$ cat src/rtl/i2c_register_access_master_defines.svh
// ----------------------------------------------------------------------------
// I2C register access master - assertion macros
// Concurrent check macros for the RTL top level; define NO_ASSERTIONS to drop them.
// ----------------------------------------------------------------------------
`ifndef I2C_REGISTER_ACCESS_MASTER_DEFINES_SVH
`define I2C_REGISTER_ACCESS_MASTER_DEFINES_SVH

`ifndef NO_ASSERTIONS
// Check cons on the same edge as ante
`define I2CRAM_ASSERT_NOW(lbl, ante, cons, msg) \
    lbl: assert property (@(posedge i_clk) disable iff (!i_rst_n) (ante) |-> (cons)) \
        else $error(msg);
// Check cons on the edge after ante
`define I2CRAM_ASSERT_NEXT(lbl, ante, cons, msg) \
    lbl: assert property (@(posedge i_clk) disable iff (!i_rst_n) (ante) |=> (cons)) \
        else $error(msg);
`else
`define I2CRAM_ASSERT_NOW(lbl, ante, cons, msg)
`define I2CRAM_ASSERT_NEXT(lbl, ante, cons, msg)
`endif

`endif

$ cat src/rtl/i2cram_pkg.sv
// ----------------------------------------------------------------------------
// I2C register access master - package
// Beat types, sequencer state, phase and stage codes, timing constants.
// ----------------------------------------------------------------------------
package i2cram_pkg;

    // Command codes
    localparam logic [1:0] FUNC_TICK  = 2'd0;
    localparam logic [1:0] FUNC_WRITE = 2'd1;
    localparam logic [1:0] FUNC_READ  = 2'd2;

    // Configuration register indexes
    localparam logic [1:0] CFG_WRITE_ADDRESS = 2'd0;
    localparam logic [1:0] CFG_READ_ADDRESS  = 2'd1;
    localparam logic [1:0] CFG_ACK_TRIES     = 2'd2;

    localparam logic [3:0] ACK_TRIES_RESET = 4'd6;

    // Phase lengths in ticks
    localparam logic [4:0] LEN_ST_A  = 5'd3;
    localparam logic [4:0] LEN_ST_B  = 5'd10;
    localparam logic [4:0] LEN_ST_C  = 5'd10;
    localparam logic [4:0] LEN_PRE   = 5'd2;
    localparam logic [4:0] LEN_BIT   = 5'd1;
    localparam logic [4:0] LEN_ACK   = 5'd2;
    localparam logic [4:0] LEN_SA    = 5'd2;
    localparam logic [4:0] LEN_STP_A = 5'd3;
    localparam logic [4:0] LEN_STP_B = 5'd3;
    localparam logic [4:0] LEN_STP_C = 5'd20;

    localparam logic [3:0] BITS_PER_BYTE = 4'd8;
    localparam logic [3:0] LAST_BIT      = 4'd7;

    typedef enum logic [4:0] {
        P_IDLE     = 5'd0,
        P_ST_A     = 5'd1,
        P_ST_B     = 5'd2,
        P_ST_C     = 5'd3,
        P_WB_PRE   = 5'd4,
        P_WB_LO1   = 5'd5,
        P_WB_HI    = 5'd6,
        P_WB_LO2   = 5'd7,
        P_ACK_HI   = 5'd8,
        P_ACK_TAIL = 5'd9,
        P_STOP_A   = 5'd10,
        P_STOP_B   = 5'd11,
        P_STOP_C   = 5'd12,
        P_RB_HI    = 5'd13,
        P_RB_LO    = 5'd14,
        P_SA_A     = 5'd15,
        P_SA_B     = 5'd16,
        P_SA_C     = 5'd17
    } t_phase;

    typedef enum logic [2:0] {
        S_WADDR   = 3'd0,
        S_REG     = 3'd1,
        S_D1      = 3'd2,
        S_D2      = 3'd3,
        S_MIDSTOP = 3'd4,
        S_RADDR   = 3'd5,
        S_FINAL   = 3'd6
    } t_stage;

    typedef struct packed {
        logic [7:0] write_address;
        logic [7:0] read_address;
        logic [3:0] ack_tries;
    } t_cfg;

    typedef struct packed {
        t_phase      phase;
        logic [4:0]  delay_left;
        logic [3:0]  bit_index;
        logic [7:0]  shift_byte;
        logic [7:0]  bytes_left;
        logic [3:0]  tries_left;
        logic [7:0]  saved_register;
        logic [15:0] saved_data;
        logic        is_read;
        logic        write_two;
        logic        failed;
        t_stage      stage;
        logic        sda_latch;
    } t_state;

    typedef struct packed {
        logic [1:0] func;
        logic [7:0] reg_addr;
        logic [7:0] wdata_first;
        logic [7:0] wdata_second;
        logic [1:0] write_count;
        logic [7:0] read_count;
        logic       sda_in;
    } t_in;

    typedef struct packed {
        logic       scl;
        logic       sda_level;
        logic       sda_driven;
        logic       busy_res;
        logic       read_valid;
        logic [7:0] read_data;
        logic       read_last;
        logic       done_res;
        logic       status;
    } t_out;

endpackage

$ cat src/rtl/i2cram_step.sv
// ----------------------------------------------------------------------------
// I2C register access master - tick sequencer
// Combinational step: bus levels and next state for one tick.
// ----------------------------------------------------------------------------
module i2cram_step (
    input  i2cram_pkg::t_state i_state,
    input  i2cram_pkg::t_cfg   i_cfg,
    input  i2cram_pkg::t_in    i_in,
    output i2cram_pkg::t_state o_state,
    output i2cram_pkg::t_out   o_out
);

    logic w_start;
    logic w_scl;
    logic w_lvl;
    logic w_drv;
    logic w_busy;
    logic w_rvalid;
    logic [7:0] w_rdata;
    logic w_rlast;
    logic w_done;
    logic w_status;
    i2cram_pkg::t_state n_state;

    function automatic i2cram_pkg::t_state f_enter(input i2cram_pkg::t_state st,
                                                   input i2cram_pkg::t_phase ph,
                                                   input logic [4:0] len);
        i2cram_pkg::t_state r;
        r            = st;
        r.phase      = ph;
        r.delay_left = len;
        return r;
    endfunction

    function automatic i2cram_pkg::t_state f_load(input i2cram_pkg::t_state st,
                                                  input logic [7:0] b);
        i2cram_pkg::t_state r;
        r            = st;
        r.shift_byte = b;
        r.bit_index  = '0;
        return f_enter(r, i2cram_pkg::P_WB_PRE, i2cram_pkg::LEN_PRE);
    endfunction

    function automatic i2cram_pkg::t_state f_final(input i2cram_pkg::t_state st);
        i2cram_pkg::t_state r;
        r       = st;
        r.stage = i2cram_pkg::S_FINAL;
        return f_enter(r, i2cram_pkg::P_STOP_A, i2cram_pkg::LEN_STP_A);
    endfunction

    function automatic i2cram_pkg::t_state f_read_begin(input i2cram_pkg::t_state st);
        i2cram_pkg::t_state r;
        r            = st;
        r.shift_byte = '0;
        r.bit_index  = '0;
        return f_enter(r, i2cram_pkg::P_RB_HI, i2cram_pkg::LEN_BIT);
    endfunction

    // Start of a command only from idle; func three counts as tick only
    assign w_start = (i_state.phase == i2cram_pkg::P_IDLE) &&
                     ((i_in.func == i2cram_pkg::FUNC_WRITE) ||
                      (i_in.func == i2cram_pkg::FUNC_READ));

    // Bus levels and result flags
    always_comb begin
        w_scl    = 1'b1;
        w_lvl    = 1'b1;
        w_drv    = 1'b1;
        w_busy   = 1'b0;
        w_rvalid = 1'b0;
        w_rdata  = '0;
        w_rlast  = 1'b0;
        w_done   = 1'b0;
        w_status = 1'b0;
        if (w_start) begin
            w_busy = 1'b1;
        end else if (i_state.phase != i2cram_pkg::P_IDLE) begin
            w_busy = 1'b1;
            unique case (i_state.phase)
                i2cram_pkg::P_ST_A: begin
                    w_scl = 1'b1;
                    w_lvl = 1'b1;
                end
                i2cram_pkg::P_ST_B: begin
                    w_scl = 1'b1;
                    w_lvl = 1'b0;
                end
                i2cram_pkg::P_ST_C, i2cram_pkg::P_STOP_A: begin
                    w_scl = 1'b0;
                    w_lvl = 1'b0;
                end
                i2cram_pkg::P_WB_LO1, i2cram_pkg::P_WB_LO2: begin
                    w_scl = 1'b0;
                    w_lvl = i_state.shift_byte[7];
                end
                i2cram_pkg::P_WB_HI: begin
                    w_scl = 1'b1;
                    w_lvl = i_state.shift_byte[7];
                end
                i2cram_pkg::P_ACK_HI: begin
                    w_scl = 1'b1;
                    w_drv = 1'b0;
                end
                i2cram_pkg::P_ACK_TAIL, i2cram_pkg::P_RB_LO: begin
                    w_scl = 1'b0;
                    w_drv = 1'b0;
                end
                i2cram_pkg::P_STOP_B: begin
                    w_scl = 1'b1;
                    w_lvl = 1'b0;
                end
                i2cram_pkg::P_STOP_C: begin
                    w_scl = 1'b1;
                    w_lvl = 1'b1;
                    if ((i_state.delay_left <= 5'd1) &&
                        (i_state.stage != i2cram_pkg::S_MIDSTOP)) begin
                        w_done   = 1'b1;
                        w_status = i_state.failed;
                    end
                end
                i2cram_pkg::P_RB_HI: begin
                    w_scl = 1'b1;
                    w_drv = 1'b0;
                    if (i_state.bit_index == i2cram_pkg::LAST_BIT) begin
                        w_rvalid = 1'b1;
                        w_rdata  = {i_state.shift_byte[6:0], i_in.sda_in};
                        w_rlast  = (i_state.bytes_left == 8'd1);
                    end
                end
                i2cram_pkg::P_SA_B: begin
                    w_scl = 1'b1;
                    w_lvl = i_state.sda_latch;
                end
                default: begin
                    w_scl = 1'b0;
                    w_lvl = i_state.sda_latch;
                end
            endcase
        end
    end

    always_comb begin
        o_out.scl        = w_scl;
        o_out.sda_level  = w_drv & w_lvl;
        o_out.sda_driven = w_drv;
        o_out.busy_res   = w_busy;
        o_out.read_valid = w_rvalid;
        o_out.read_data  = w_rdata;
        o_out.read_last  = w_rlast;
        o_out.done_res   = w_done;
        o_out.status     = w_status;
    end

    // Next state
    always_comb begin
        n_state = i_state;
        if (w_start) begin
            n_state.saved_register = i_in.reg_addr;
            n_state.saved_data     = {i_in.wdata_first, i_in.wdata_second};
            n_state.write_two      = (i_in.write_count == 2'd2);
            n_state.is_read        = (i_in.func == i2cram_pkg::FUNC_READ);
            n_state.bytes_left     = (i_in.func == i2cram_pkg::FUNC_READ) ?
                                     i_in.read_count : 8'd0;
            n_state.failed         = 1'b0;
            n_state.stage          = i2cram_pkg::S_WADDR;
            n_state.sda_latch      = 1'b1;
            n_state.phase          = i2cram_pkg::P_ST_A;
            n_state.delay_left     = i2cram_pkg::LEN_ST_A - 5'd1;
        end else if (i_state.phase != i2cram_pkg::P_IDLE) begin
            if (w_drv) begin
                n_state.sda_latch = w_lvl;
            end
            if (i_state.delay_left > 5'd1) begin
                n_state.delay_left = i_state.delay_left - 5'd1;
            end else begin
                unique case (i_state.phase)
                    i2cram_pkg::P_ST_A:
                        n_state = f_enter(n_state, i2cram_pkg::P_ST_B, i2cram_pkg::LEN_ST_B);
                    i2cram_pkg::P_ST_B:
                        n_state = f_enter(n_state, i2cram_pkg::P_ST_C, i2cram_pkg::LEN_ST_C);
                    i2cram_pkg::P_ST_C: begin
                        if (i_state.stage == i2cram_pkg::S_MIDSTOP) begin
                            n_state.stage = i2cram_pkg::S_RADDR;
                            n_state       = f_load(n_state, i_cfg.read_address);
                        end else begin
                            n_state.stage = i2cram_pkg::S_WADDR;
                            n_state       = f_load(n_state, i_cfg.write_address);
                        end
                    end
                    i2cram_pkg::P_WB_PRE:
                        n_state = f_enter(n_state, i2cram_pkg::P_WB_LO1, i2cram_pkg::LEN_BIT);
                    i2cram_pkg::P_WB_LO1:
                        n_state = f_enter(n_state, i2cram_pkg::P_WB_HI, i2cram_pkg::LEN_BIT);
                    i2cram_pkg::P_WB_HI:
                        n_state = f_enter(n_state, i2cram_pkg::P_WB_LO2, i2cram_pkg::LEN_BIT);
                    i2cram_pkg::P_WB_LO2: begin
                        n_state.shift_byte = {i_state.shift_byte[6:0], 1'b0};
                        n_state.bit_index  = i_state.bit_index + 4'd1;
                        if (n_state.bit_index >= i2cram_pkg::BITS_PER_BYTE) begin
                            n_state.tries_left = i_cfg.ack_tries;
                            if (i_cfg.ack_tries == 4'd0) begin
                                n_state.failed = 1'b1;
                                n_state = f_enter(n_state, i2cram_pkg::P_ACK_TAIL,
                                                  i2cram_pkg::LEN_ACK);
                            end else begin
                                n_state = f_enter(n_state, i2cram_pkg::P_ACK_HI,
                                                  i2cram_pkg::LEN_ACK);
                            end
                        end else begin
                            n_state = f_enter(n_state, i2cram_pkg::P_WB_LO1,
                                              i2cram_pkg::LEN_BIT);
                        end
                    end
                    i2cram_pkg::P_ACK_HI: begin
                        if (!i_in.sda_in) begin
                            n_state = f_enter(n_state, i2cram_pkg::P_ACK_TAIL,
                                              i2cram_pkg::LEN_ACK);
                        end else begin
                            n_state.tries_left = i_state.tries_left - 4'd1;
                            if (i_state.tries_left == 4'd1) begin
                                n_state.failed = 1'b1;
                                n_state = f_enter(n_state, i2cram_pkg::P_ACK_TAIL,
                                                  i2cram_pkg::LEN_ACK);
                            end else begin
                                n_state = f_enter(n_state, i2cram_pkg::P_ACK_HI,
                                                  i2cram_pkg::LEN_ACK);
                            end
                        end
                    end
                    i2cram_pkg::P_ACK_TAIL: begin
                        if (i_state.failed) begin
                            n_state = f_final(n_state);
                        end else begin
                            case (i_state.stage)
                                i2cram_pkg::S_WADDR: begin
                                    n_state.stage = i2cram_pkg::S_REG;
                                    n_state = f_load(n_state, i_state.saved_register);
                                end
                                i2cram_pkg::S_REG: begin
                                    if (i_state.is_read) begin
                                        n_state.stage = i2cram_pkg::S_MIDSTOP;
                                        n_state = f_enter(n_state, i2cram_pkg::P_STOP_A,
                                                          i2cram_pkg::LEN_STP_A);
                                    end else begin
                                        n_state.stage = i2cram_pkg::S_D1;
                                        n_state = f_load(n_state, i_state.saved_data[15:8]);
                                    end
                                end
                                i2cram_pkg::S_D1: begin
                                    if (i_state.write_two) begin
                                        n_state.stage = i2cram_pkg::S_D2;
                                        n_state = f_load(n_state, i_state.saved_data[7:0]);
                                    end else begin
                                        n_state = f_final(n_state);
                                    end
                                end
                                i2cram_pkg::S_RADDR: begin
                                    if (i_state.bytes_left == 8'd0) begin
                                        n_state = f_final(n_state);
                                    end else begin
                                        n_state = f_read_begin(n_state);
                                    end
                                end
                                default: n_state = f_final(n_state);
                            endcase
                        end
                    end
                    i2cram_pkg::P_STOP_A:
                        n_state = f_enter(n_state, i2cram_pkg::P_STOP_B, i2cram_pkg::LEN_STP_B);
                    i2cram_pkg::P_STOP_B:
                        n_state = f_enter(n_state, i2cram_pkg::P_STOP_C, i2cram_pkg::LEN_STP_C);
                    i2cram_pkg::P_STOP_C: begin
                        if (i_state.stage == i2cram_pkg::S_MIDSTOP) begin
                            n_state = f_enter(n_state, i2cram_pkg::P_ST_A, i2cram_pkg::LEN_ST_A);
                        end else begin
                            n_state = f_enter(n_state, i2cram_pkg::P_IDLE, 5'd0);
                        end
                    end
                    i2cram_pkg::P_RB_HI: begin
                        n_state.shift_byte = {i_state.shift_byte[6:0], i_in.sda_in};
                        n_state.bit_index  = i_state.bit_index + 4'd1;
                        n_state = f_enter(n_state, i2cram_pkg::P_RB_LO, i2cram_pkg::LEN_BIT);
                    end
                    i2cram_pkg::P_RB_LO: begin
                        if (i_state.bit_index >= i2cram_pkg::BITS_PER_BYTE) begin
                            n_state.sda_latch = (i_state.bytes_left == 8'd1);
                            n_state = f_enter(n_state, i2cram_pkg::P_SA_A, i2cram_pkg::LEN_SA);
                        end else begin
                            n_state = f_enter(n_state, i2cram_pkg::P_RB_HI, i2cram_pkg::LEN_BIT);
                        end
                    end
                    i2cram_pkg::P_SA_A:
                        n_state = f_enter(n_state, i2cram_pkg::P_SA_B, i2cram_pkg::LEN_SA);
                    i2cram_pkg::P_SA_B:
                        n_state = f_enter(n_state, i2cram_pkg::P_SA_C, i2cram_pkg::LEN_SA);
                    i2cram_pkg::P_SA_C: begin
                        n_state.bytes_left = i_state.bytes_left - 8'd1;
                        if (i_state.bytes_left == 8'd1) begin
                            n_state = f_final(n_state);
                        end else begin
                            n_state = f_read_begin(n_state);
                        end
                    end
                    default:
                        n_state = f_enter(n_state, i2cram_pkg::P_IDLE, 5'd0);
                endcase
            end
        end
    end

    assign o_state = n_state;

endmodule

$ cat src/rtl/i2cram_obuf.sv
// ----------------------------------------------------------------------------
// I2C register access master - result register
// Hold one result beat; free again once the beat is taken.
// ----------------------------------------------------------------------------
module i2cram_obuf (
    input  logic             i_clk,
    input  logic             i_rst_n,
    input  logic             i_load,
    input  i2cram_pkg::t_out i_data,
    output logic             o_free,
    output logic             o_valid,
    output i2cram_pkg::t_out o_data,
    input  logic             i_ready
);

    logic             r_valid;
    i2cram_pkg::t_out r_data;

    assign o_free  = !r_valid || i_ready;
    assign o_valid = r_valid;
    assign o_data  = r_data;

    always_ff @(posedge i_clk) begin
        if (!i_rst_n) begin
            r_valid <= 1'b0;
        end else if (i_load) begin
            r_valid <= 1'b1;
        end else if (i_ready) begin
            r_valid <= 1'b0;
        end
    end

    always_ff @(posedge i_clk) begin
        if (i_load) begin
            r_data <= i_data;
        end
    end

endmodule

$ cat src/rtl/i2c_register_access_master.sv
// ----------------------------------------------------------------------------
// I2C register access master - top level
// Tick-driven I2C master for register writes and reads with acknowledge checks.
// ----------------------------------------------------------------------------
// Each input beat is one bus tick (one delay unit) and yields exactly one result
// beat carrying the SCL/SDA levels for that tick plus read, done and status flags.
// The block takes one beat per clock: the sequencer state updates in the same
// cycle as the beat is accepted and the result lands in a single output register,
// so a new beat is accepted whenever that register is empty or being drained.
// Start a write or a read by presenting func WRITE or READ while the sequencer
// is idle; commands seen while busy are ignored and the beat counts as a tick.
// A read sends the register phase, a full stop and a fresh start, then the read
// address, and streams bytes with read_valid on the tick sampling the last bit.
// Write the configuration registers only while no transaction is running.
// There is no memory and no post-reset clearing pass.
// ----------------------------------------------------------------------------
`include "i2c_register_access_master_defines.svh"

module i2c_register_access_master (
    input  logic             i_clk,
    input  logic             i_rst_n,
    // Tick / command channel
    input  logic             i_in_valid,
    output logic             o_in_ready,
    input  i2cram_pkg::t_in  i_in_data,
    // Result channel
    output logic             o_out_valid,
    input  logic             i_out_ready,
    output i2cram_pkg::t_out o_out_data,
    // Configuration writes
    input  logic             i_cfg_we,
    input  logic [1:0]       i_cfg_idx,
    input  logic [7:0]       i_cfg_wdata
);

    i2cram_pkg::t_state r_state;
    i2cram_pkg::t_state n_state;
    i2cram_pkg::t_cfg   r_cfg;
    i2cram_pkg::t_out   w_result;
    logic               w_free;
    logic               w_fire;

    // Accept a tick whenever the result register can take its beat
    assign o_in_ready = w_free;
    assign w_fire     = i_in_valid && w_free;

    // Configuration registers
    always_ff @(posedge i_clk) begin
        if (!i_rst_n) begin
            r_cfg.write_address <= '0;
            r_cfg.read_address  <= '0;
            r_cfg.ack_tries     <= i2cram_pkg::ACK_TRIES_RESET;
        end else if (i_cfg_we) begin
            unique case (i_cfg_idx)
                i2cram_pkg::CFG_WRITE_ADDRESS: r_cfg.write_address <= i_cfg_wdata;
                i2cram_pkg::CFG_READ_ADDRESS:  r_cfg.read_address  <= i_cfg_wdata;
                i2cram_pkg::CFG_ACK_TRIES:     r_cfg.ack_tries     <= i_cfg_wdata[3:0];
                default: ;
            endcase
        end
    end

    // Sequencer state advances only on an accepted beat
    always_ff @(posedge i_clk) begin
        if (!i_rst_n) begin
            r_state.phase          <= i2cram_pkg::P_IDLE;
            r_state.delay_left     <= '0;
            r_state.bit_index      <= '0;
            r_state.shift_byte     <= '0;
            r_state.bytes_left     <= '0;
            r_state.tries_left     <= '0;
            r_state.saved_register <= '0;
            r_state.saved_data     <= '0;
            r_state.is_read        <= 1'b0;
            r_state.write_two      <= 1'b0;
            r_state.failed         <= 1'b0;
            r_state.stage          <= i2cram_pkg::S_WADDR;
            r_state.sda_latch      <= 1'b1;
        end else if (w_fire) begin
            r_state <= n_state;
        end
    end

    i2cram_step u_step (
        .i_state (r_state),
        .i_cfg   (r_cfg),
        .i_in    (i_in_data),
        .o_state (n_state),
        .o_out   (w_result)
    );

    i2cram_obuf u_obuf (
        .i_clk   (i_clk),
        .i_rst_n (i_rst_n),
        .i_load  (w_fire),
        .i_data  (w_result),
        .o_free  (w_free),
        .o_valid (o_out_valid),
        .o_data  (o_out_data),
        .i_ready (i_out_ready)
    );

    // A busy phase always has time left to run
    `I2CRAM_ASSERT_NOW(a_delay_nonzero, r_state.phase != i2cram_pkg::P_IDLE, r_state.delay_left != 5'd0, "busy phase with zero delay")
    // Never overwrite a stalled result beat
    `I2CRAM_ASSERT_NOW(a_no_overwrite, o_out_valid && !i_out_ready, !o_in_ready, "input taken while result stalled")
    // A command from idle shows up as a busy start tick
    `I2CRAM_ASSERT_NEXT(a_cmd_starts, w_fire && (r_state.phase == i2cram_pkg::P_IDLE) && ((i_in_data.func == i2cram_pkg::FUNC_WRITE) || (i_in_data.func == i2cram_pkg::FUNC_READ)), o_out_valid && o_out_data.busy_res && o_out_data.scl, "command did not start")
    // Read bytes are sampled with SCL high and SDA released
    `I2CRAM_ASSERT_NOW(a_read_bus, o_out_valid && o_out_data.read_valid, o_out_data.scl && !o_out_data.sda_driven, "read byte outside SCL high")
    // Status only means something alongside done
    `I2CRAM_ASSERT_NOW(a_status_done, o_out_valid && !o_out_data.done_res, !o_out_data.status, "status without done")

endmodule

$ cat config.mk
export PLATFORM = sky130hd
export DESIGN_NAME = i2c_register_access_master
export DESIGN_NICKNAME = d
export VERILOG_FILES = /design/src/rtl/i2cram_pkg.sv /design/src/rtl/i2cram_step.sv /design/src/rtl/i2cram_obuf.sv /design/src/rtl/i2c_register_access_master.sv
export VERILOG_INCLUDE_DIRS = /design/src /design/src/rtl
export SDC_FILE = /design/constraint.sdc
export NUM_CORES = 1
export LEC_CHECK = 0
export BUFFER_PORTS_ARGS = -buffer_cell sky130_fd_sc_hd__buf_4
export CAP_MARGIN = 20
export CORE_UTILIZATION = 53
export DETAILED_ROUTE_END_ITERATION = 6
export MAX_ROUTING_LAYER = met4
export PLACE_DENSITY = 0.74
export SYNTH_ARGS = -nofsm -noshare
export SYNTH_HDL_FRONTEND = slang
export SYNTH_SLANG_ARGS = --single-unit
$ cat constraint.sdc
create_clock -name i_clk -period 1.9 [get_ports i_clk]
set_input_delay 0.19 -clock i_clk [delete_from_list [all_inputs] [get_ports i_clk]]
set_output_delay 0.19 -clock i_clk [all_outputs]
set_load 0.05 [all_outputs]
* Word-level counts from Yosys, hierarchy flattened
Index checks and enable logic that the tools add are counted.
Operators by class: $add $sub $neg 4, $lt $le $gt $ge 4, equality and inequality tests 67, multiplexer cells 35, bitwise gates (word level) 22, reduce and logical (&&, ||, !) cells 45
Operators by type and width (number):
- 65-bit one-hot mux with 17 select lines | 1
- 65-bit one-hot mux with 4 select lines | 1
- 65-bit two-way mux | 3
- 64-bit two-way mux | 3
- 61-bit two-way mux | 3
- 63-bit two-way mux | 2
- 62-bit two-way mux | 1
- 55-bit two-way mux | 1
- 51-bit two-way mux | 1
- 25-bit AND reduction | 2
- 2-bit by 1-bit inequality test with 1-bit output (second input constant) | 24
- 22-bit AND reduction | 2
- 5-bit by 4-bit equality test with 1-bit output (second input constant) | 8
- 20-bit AND reduction | 2
- 31-bit two-way mux | 1
- 23-bit AND reduction | 1
- 1-bit inverter | 21
- 5-bit by 3-bit equality test with 1-bit output (second input constant) | 4
- 8-bit two-way mux | 2
- 4-bit OR reduction | 4
- 2-bit nonzero test | 7
- 1-bit two-way mux | 12
- 3-bit by 1-bit inequality test with 1-bit output (second input constant) | 4
- 3-bit inequality test (second input constant) | 4
- 42 further kinds | 63
Word-level totals: bits in registers 102, input port bits 52, output and inout port bits 18, logic and storage cells 203

* Longest topological paths before layout
Gate-level depths: netlist of the first run.
depth after elaboration 13, mapped depth 10, depth with buffers taken out 8

* Hierarchy
From an unflattened synthesis of the first run, not the netlist that was laid out.
Unflattened totals: cell total of the unflattened synthesis 844, area total of the unflattened synthesis 7126.8 µm²
By module, submodules not included:
- i2c_register_access_master | instances 1, cells each 375, area each 3608.5 µm², sequential area each 1701.6 µm²
- i2cram_step | instances 1, cells each 449, area each 2989.1 µm², sequential area each 0.0 µm²
- i2cram_obuf | instances 1, cells each 20, area each 529.3 µm², sequential area each 500.5 µm²

* Worst setup path before layout of the first run
No wires, ideal clock.
path kind reg-to-reg, start register u_obuf.r_valid (netlist: u_obuf.o_valid), end register r_state[30] (netlist name), library setup time 71 ps, data arrival time 2605 ps, data required time 1829 ps, setup slack -776 ps, stages on the path, launching flop included 8, path buffers 1, period minus slack after synthesis 2676 ps, cell sequence dfxtp_1 -> nand2b_1 -> nand2_1 -> inv_1 -> nand2_1 -> clkbuf_1 -> nand2_1 -> a21oi_1
Between the ends: word-level cells in the longest chain between the ends 4
Ends and longest elaborated chain:
- start: declaration | line i2cram_obuf.sv:16 | logic r_valid;
- start signal: assignment | line i2cram_obuf.sv:25 | r_valid <= 1'b0;
- start signal: assignment | line i2cram_obuf.sv:27 | r_valid <= 1'b1;
- start signal: assignment | line i2cram_obuf.sv:29 | r_valid <= 1'b0;
- 1-bit zero test | line i2cram_obuf.sv:19 | assign o_free = !r_valid || i_ready;
- 1-bit logical OR | line i2cram_obuf.sv:19
- via o_in_ready | line i2c_register_access_master.sv:24 | output logic o_in_ready,
- 1-bit logical AND | line i2c_register_access_master.sv:45 | assign w_fire = i_in_valid && w_free;
- via u_obuf.i_load | line i2cram_obuf.sv:8 | input logic i_load,
- 2-bit AND reduction (no line)
- end signal: assignment | line i2c_register_access_master.sv:80 | r_state <= n_state;
- end: declaration | line i2c_register_access_master.sv:36 | i2cram_pkg::t_state r_state;
The timed path passes the listed nets, and every way through them passes these cells. A chain may end at the register's enable or synchronous reset.

* Worst setup path in the final report of the first run
start register r_state[60] (netlist name), end register r_state[2] (netlist name)
Between the ends: word-level cells in the longest chain between the ends 5, elaborated cells between the ends (all ways) 44, classes of those cells 34 x eq/ne; 4 x mux; 6 x reduce/logical
Ends and longest elaborated chain:
- 5-bit equality test, or another cell as far along | line i2cram_step.sv:176 | unique case (i_state.phase)
- 65-bit one-hot mux with 17 select lines | line i2cram_step.sv:176
- 55-bit two-way mux | line i2cram_step.sv:173 | if (i_state.delay_left > 5'd1) begin
- 65-bit two-way mux | line i2cram_step.sv:169 | end else if (i_state.phase != i2cram_pkg::P_IDLE) begin
- 31-bit two-way mux | line i2cram_step.sv:157 | if (w_start) begin
Parallel ways exist; a longest one is shown, timed or not. The select of a mux whose other input is x is not followed.

==> reports/metrics.cfg, run 1 <==
[run_status]
run_status=complete, but fails checks
violations=design-rule violations, negative setup slack

[timing]
period_needed_ns=2.04
holdWs_ns=0.0336
hold_viol=0
rsz0062_at_grt=true
finalMaxSlewViolations=0
slew_headroom_pct=58.8
worst_pin_slew_ns=0.616
setup_ws_ns=-0.139
fin_crit_sh_pct=107
timing.fmax_mhz=490
worst_clock_skew_ns=0.00938
fin_setup_tns_ns=-3.13
finalSetupViolCount=38

[synth]
yosys_warnings=0
syn_area_sq_um=5550
synth-seq-area-share_pct=39.7
async_flop_share_pct=0
avgSynthCellArea_sq_um=8.31
ys_ff_latch=102
synth_nets=729
synth_edf_count=16
synth_ff_type=dfxtp_1
synth_cell_type_count=69
syn-instance-count=668

[power_and_ir_drop]
p_leak_nw=3.14
p_sw_share_pct=30.9
p_comb_share_pct=21.6
seq_power_share_pct=47.6
peakVddDrop_uv=476
clkPwrFrac_pct=30.8
p_int_mw=3.38
power_density_nw_per_um2=639
p_sw_mw=1.51

[clocking]
insertion_delay_ns=0.39
cts_max_level=3
cts_made_buffers=9
cts_sinks=102
cts_tree=built
clockBufferDepth=2
clkSlewWorstSetupHoldPaths_ns=0.11
ctsRootBufferMaster=clkbuf_8
cts_hold_buf=0

[setup_path]
cp_slowest_cell=or4_4
critPathMaxStageDelay_ns=0.55
critPathLaunch=r_state[60]
required_ns=2.20
crit_family=simple AND/OR/NAND/NOR gates
reg2reg_setup_slack_ns=-0.14
path_cells=or4_4 -> or3_4 -> a21oi_4 -> nand3_4 -> o31ai_2
critPathBufInv=0
crit_type=reg2reg
r2r_start=r_state[60]
arrival_ns=2.34
worstSetupEndpointType=register
cp_max_fo=5
start_kind=register

[layout]
final_area_sq_um=7660
fin_nets=894
nFillCells=700
drive_above_1_share_pct=36.6
antenna_cells=0
area_growth_pct=38.0
multiInputGateArea_sq_um=3410
regArea_sq_um=2220
final_cells=971

[global_route]
track_usage_pct=33.1
grt_max_degree=31
grt-busiest-layer=met2
antenna_found_initial=0
grt_pass1_wl_um=27700
grt_util_met2_pct=51.7
grt_use_met3_pct=6.27
grt_pass1_vias=5510
gr-usage-met1_pct=42.3
grt_overflow=0

[run]
drv_cap=0

[floorplan]
rows=36
core_area_sq_um=9950
fp.dieW_um=104
start_util_pct=55.8
fp.dieH_um=104
die_area_sq_um=10900
io_pins=70

[detailed_routing]
detail-route-antenna-nets=0
avgViaCountPerCell=6.18
first_iter_violations=551
routedWlPerCell_um=18.7
wirelength_um=18200
dr.pass1.iters=7
drc=4
route.vias.total=5998

[place]
hpwl_um=12900
io_buffers=69
placed_area_sq_um=7010
dpl.cell_count=942
place.gp.congestion=0.965
place_ws_ns=-0.253

[worst_hold_path]
hp-class=in2reg
min_from=i_in_data[25]

-- final timing paths --
kind	to	depth (start not counted)
max	r_state[2]	5
min	r_state[21]	3
max reg2reg	r_state[2]	5
min reg2reg	r_state[29]	2
-- logic make-up (layout without fill, tap and decap cells) --
group	count (synthesis)	after routing	share of synthesized area, %
AOI/OAI and AO/OA	178	178	21.9
and+or+nand+nor	271	272	24.3
muxes	32	32	5.95
DFF	102	102	39.7
buffers and inverters	69	238	5.03
adders and majority gates	9	9	2.03
xor gates and xnor gates	7	7	1.10
-- layout make-up --
cell class	count	area share, %
clock buffers	9	1.62
well taps	133	2.17
multi-input cells	498	44.5
repair buffers	198	20.3
inverters	24	1.22
clock inverters	7	1.18
flip-flops and latches	102	29.0
-- power groups by stage --
stage,sequential (mW),clock (mW),combinational (mW)
after floorplan,2.42,0,0.442
after global placement,2.37,0,0.904
after detailed placement,2.37,0,0.922
after CTS,2.33,1.51,0.962
after global routing,2.34,1.59,1.11
final,2.33,1.51,1.06
-- worst min-delay path: cells and delay by family --
| family | cells | cell delay [ns] |
|---|---|---|
| buf+inv | 1 | 0.11 |
| compound gates | 1 | 0.05 |
| simple gates | 1 | 0.04 |
-- placed cells by master, fill, tap and decap left out, drive strengths merged, types with 12 or more instances in the layout --
cell,instances
buf,198
dfxtp,86
nand2,82
nor2,73
a21oi,57
o21ai,27
inv,25
nor3,25
mux2i,24
a211oi,19
a222oi,16
edfxtp,16
nand3,13
and2,13
nor2b,12
-- Yosys cell counts, drive strengths merged (9+ instances only) --
master / count / area, sq um
dfxtp: 86 / 1720
nor3: 25 / 135
o21ai: 27 / 135
nor2b: 12 / 75.1
nor3b: 9 / 72.6
a21oi: 57 / 308
nand3: 13 / 77.6
a211oi: 19 / 143
nand2: 82 / 308
edfxtp: 16 / 480
ha: 9 / 113
clkbuf: 29 / 109
a222oi: 16 / 160
mux2i: 24 / 240
inv: 24 / 90.1
buf: 16 / 80.1
and2: 12 / 75.1
nor2: 73 / 282
-- flip-flops by register name (all words and copies together), names as in the netlist --
signal,flops
r_cfg,20
u_obuf.o_valid,1
r_state,65
u_obuf.o_data,16
-- routing by layer --
metal  wire [um]  share of wire [%]
met1        7710                 42
met3        1310                7.2
met2        8710                 48
met4         422                2.3
met5           0                  0
-- stage by stage --
step	utilization, %	power (mW)
after global routing	77.0	5.05
final	77.0	4.89
after detailed placement	70.4	3.29
after global placement	70.4	3.27
after CTS	73.8	4.80
after floorplan	-	2.86
-- what timing repair did --
| item | CTS | global route |
|---|---|---|
| pin swaps | 11 | 21 |
| hold endpoints to repair | 0 | 0 |
| gates resized for setup | 31 | 56 |
| setup buffers | 1 | 11 |
| gates cloned | 0 | 1 |
| setup endpoints to repair | 37 | 64 |
No activity file was read; power rests on OpenSTA's default activity.
==> inputs of run 2 (changes only) <==
--- a/config.mk
+++ b/config.mk
@@ -8,10 +8,12 @@
 export LEC_CHECK = 0
 export BUFFER_PORTS_ARGS = -buffer_cell sky130_fd_sc_hd__buf_4
 export CAP_MARGIN = 20
-export CORE_UTILIZATION = 53
+export CORE_UTILIZATION = 54
+export CTS_BUF_LIST = sky130_fd_sc_hd__clkbuf_4 sky130_fd_sc_hd__clkbuf_8
+export CTS_CLUSTER_DIAMETER = 50
 export DETAILED_ROUTE_END_ITERATION = 6
 export MAX_ROUTING_LAYER = met4
-export PLACE_DENSITY = 0.74
+export PLACE_DENSITY = 0.75
 export SYNTH_ARGS = -nofsm -noshare
 export SYNTH_HDL_FRONTEND = slang
 export SYNTH_SLANG_ARGS = --single-unit
==> run 2 against run 1 <==
Compared with the run above: the run still ends with design-rule violations, negative setup slack left; final area increased by 7.6%; final cell count grew 2.9%; combinational power grew 11%; clock power up 11%; critical path depth rose by 1; sequential power barely moved; fmax down 1.6%; clock skew rose by 0.0061 ns; first-iteration DRC count rose by 7.4%; via count increased by 5.6%; largest power group unchanged.
==> reports/metrics.cfg, run 2 (synthesis results as in run 1) <==
[layout]
top_register=r_state
largest_reg_flops=65  ; unchanged
area_growth_pct=48.5
final_cells=999  ; +2.9%
nFillCells=552  ; -21%
multiInputGateArea_sq_um=3660  ; +7.4%
drive_above_1_share_pct=44.6  ; +7.9 points
regArea_sq_um=2220  ; about the same
layout_commonest_cell=buf_4
fin_nets=922  ; +3.1%
final_cell_mix=buf_4 (201), dfxtp_1 (76), nand2_1 (74)
antenna_cells=0  ; unchanged

[setup_path]
critPathBufInv=0  ; unchanged
arrival_ns=2.35  ; about the same
start_kind=register
r2r_cells=6  ; +1
path_cells=or4_4 -> or3_4 -> a21oi_4 -> o21ai_2 -> a22oi_1 -> nor2_1
r2r-end=r_state[37]
worstSetupEndpointType=register
critPathLaunch=r_state[60]
crit_type=reg2reg
required_ns=2.18  ; -0.02 ns
cp_slowest_cell=or4_4
critPathMaxStageDelay_ns=0.57  ; +0.02 ns
cp_max_fo=5  ; unchanged
r2r_start=r_state[60]
cp.depth=6  ; +1
reg2reg_setup_slack_ns=-0.17  ; -0.03 ns
crit_family=simple AND/OR/NAND/NOR gates
endpoint=r_state[37]

[timing]
worst_pin_slew_ns=0.670  ; +0.0537 ns
setup_ws_ns=-0.173  ; -0.0338 ns
slew_headroom_pct=55.3  ; -3.5 points
rsz0062_at_grt=true
finalMaxSlewViolations=0  ; unchanged
hold_viol=0  ; unchanged
worst_clock_skew_ns=0.0155  ; +0.00612 ns
fin_crit_sh_pct=109  ; +1.8 points
finalSetupViolCount=53  ; +39%
period_needed_ns=2.07  ; +0.0338 ns
timing.fmax_mhz=482  ; -1.6%

[detailed_routing]
drc=1  ; -3
route.vias.total=6331  ; +5.6%
detail-route-antenna-nets=0  ; unchanged
dr.pass1.iters=7  ; unchanged
avgViaCountPerCell=6.34  ; +2.6%
wirelength_um=20400  ; +12%
first_iter_violations=592  ; +7.4%
routedWlPerCell_um=20.4  ; +9.0%

[power_and_ir_drop]
finalPower_mw=5.19  ; +6.0%
power_density_nw_per_um2=630  ; -1.4%
peakVddDrop_uv=479  ; +0.60%
p_leak_nw=3.39  ; +7.9%

[run_status]
violations=design-rule violations, negative setup slack
run_status=complete, but fails checks

[global_route]
grt_util_met2_pct=58.1  ; +6.4 points
track_usage_pct=36.1  ; +3.0 points
grt_overflow=0  ; unchanged
grt_pass1_wl_um=28400  ; +2.5%
grt_use_met3_pct=5.78  ; -0.49 points
gr-usage-met1_pct=44.9  ; +2.6 points
grt_pass1_vias=5760  ; +4.5%
grt_max_degree=49  ; +58%
antenna_found_initial=0  ; unchanged
grt-busiest-layer=met2

[run]
drv_cap=0  ; unchanged

[floorplan]
core_area_sq_um=9860  ; -0.91%
io_pins=70  ; unchanged
start_util_pct=56.3  ; +0.51 points
die_area_sq_um=10700  ; -1.8%
rows=36  ; unchanged
fp.dieW_um=103  ; -0.91%
fp.dieH_um=103  ; -0.91%

[place]
place.gp.congestion=0.962  ; -0.34%
io_buffers=69  ; unchanged
hpwl_um=13200  ; +2.5%
dpl.cell_count=952  ; +1.1%

[clocking]
cts_made_buffers=9  ; unchanged
clockBufferDepth=2  ; unchanged
ctsRootBufferMaster=clkbuf_8
clkSlewWorstSetupHoldPaths_ns=0.12  ; about the same
cts_hold_buf=0  ; unchanged
cts_sinks=102  ; unchanged
insertion_delay_ns=0.40  ; about the same
cts_tree=built
cts_max_level=3  ; unchanged

[worst_hold_path]
hp-class=in2reg

[run 2: cell count changes in the layout (fill, tap and decap cells not counted), sizes merged]
cell | before | now
and2 | 13 | 12
buf | 198 | 224
bufinv | 1 | 2
clkbuf | 9 | 12
clkinvlp | 3 | 1
inv | 25 | 26
[run 2: area by class of cell]
type | count | area share (%)
multi-input combinational | 497 | 44.5
sequential | 102 | 27.0
timing repair buffer | 227 | 22.5
tap | 133 | 2.02
clock buffer | 9 | 1.50
clock inverter | 7 | 1.41
inverter | 24 | 1.17
[run 2: power breakdown]
group          switching, mW  internal [mW]
clock                  0.892          0.779
combinational          0.653          0.532
sequential            0.0611           2.27
[run 2: routing by layer]
layer / share of wire (%) / vias up / routed length, um
met5: 0 / - / 0
li1: - / 2824 / -
met4: 4.4 / 0 / 888
met3: 8.6 / 115 / 1750
met1: 39 / 2978 / 7920
met2: 48 / 414 / 9800
[run 2: worst min-delay path by stage]
stage	start	endpoint	slack (ns)	depth (start not counted)
6_report	i_in_data[33]	r_state[29]	0.03	3
2_1_floorplan	i_in_valid	u_obuf.o_valid	0.31	2
5_1_grt	i_in_data[17]	r_state[13]	0.04	3
4_1_cts	i_in_data[27]	r_state[23]	0.03	3
3_5_place_dp	i_cfg_wdata[4]	r_cfg[8]	0.44	3
3_3_place_gp	i_cfg_wdata[2]	r_cfg[2]	0.43	3
[run 2: tightest hold or removal path: stages]
cell,delay (ns)
buf_4,0.11
nand2_1,0.04
a21oi_1,0.05
[run 2: metrics by stage]
stage               setup TNS [ns]  cell area [sq um]  worst slack (ns)  hold slack, ns  utilization (%)
floorplan                   -0.272               5580           -0.0906           0.312                -
global placement             -4.11               7070            -0.137           0.426             71.7
detailed placement           -5.99               7070            -0.186           0.445             71.7
CTS                          -3.61               7550            -0.140          0.0319             76.5
global route                 -7.49               8240            -0.200          0.0414             83.5
finish                       -4.66               8240            -0.173          0.0330             83.5
[run 2: repair_timing]
| item | CTS | global route |
|---|---|---|
| setup endpoints to repair | 65 | 64 |
| buffers inserted | 10 | 19 |
| pin swaps | 13 | 36 |
| cloned | 0 | 3 |
| resized for setup | 45 | 125 |
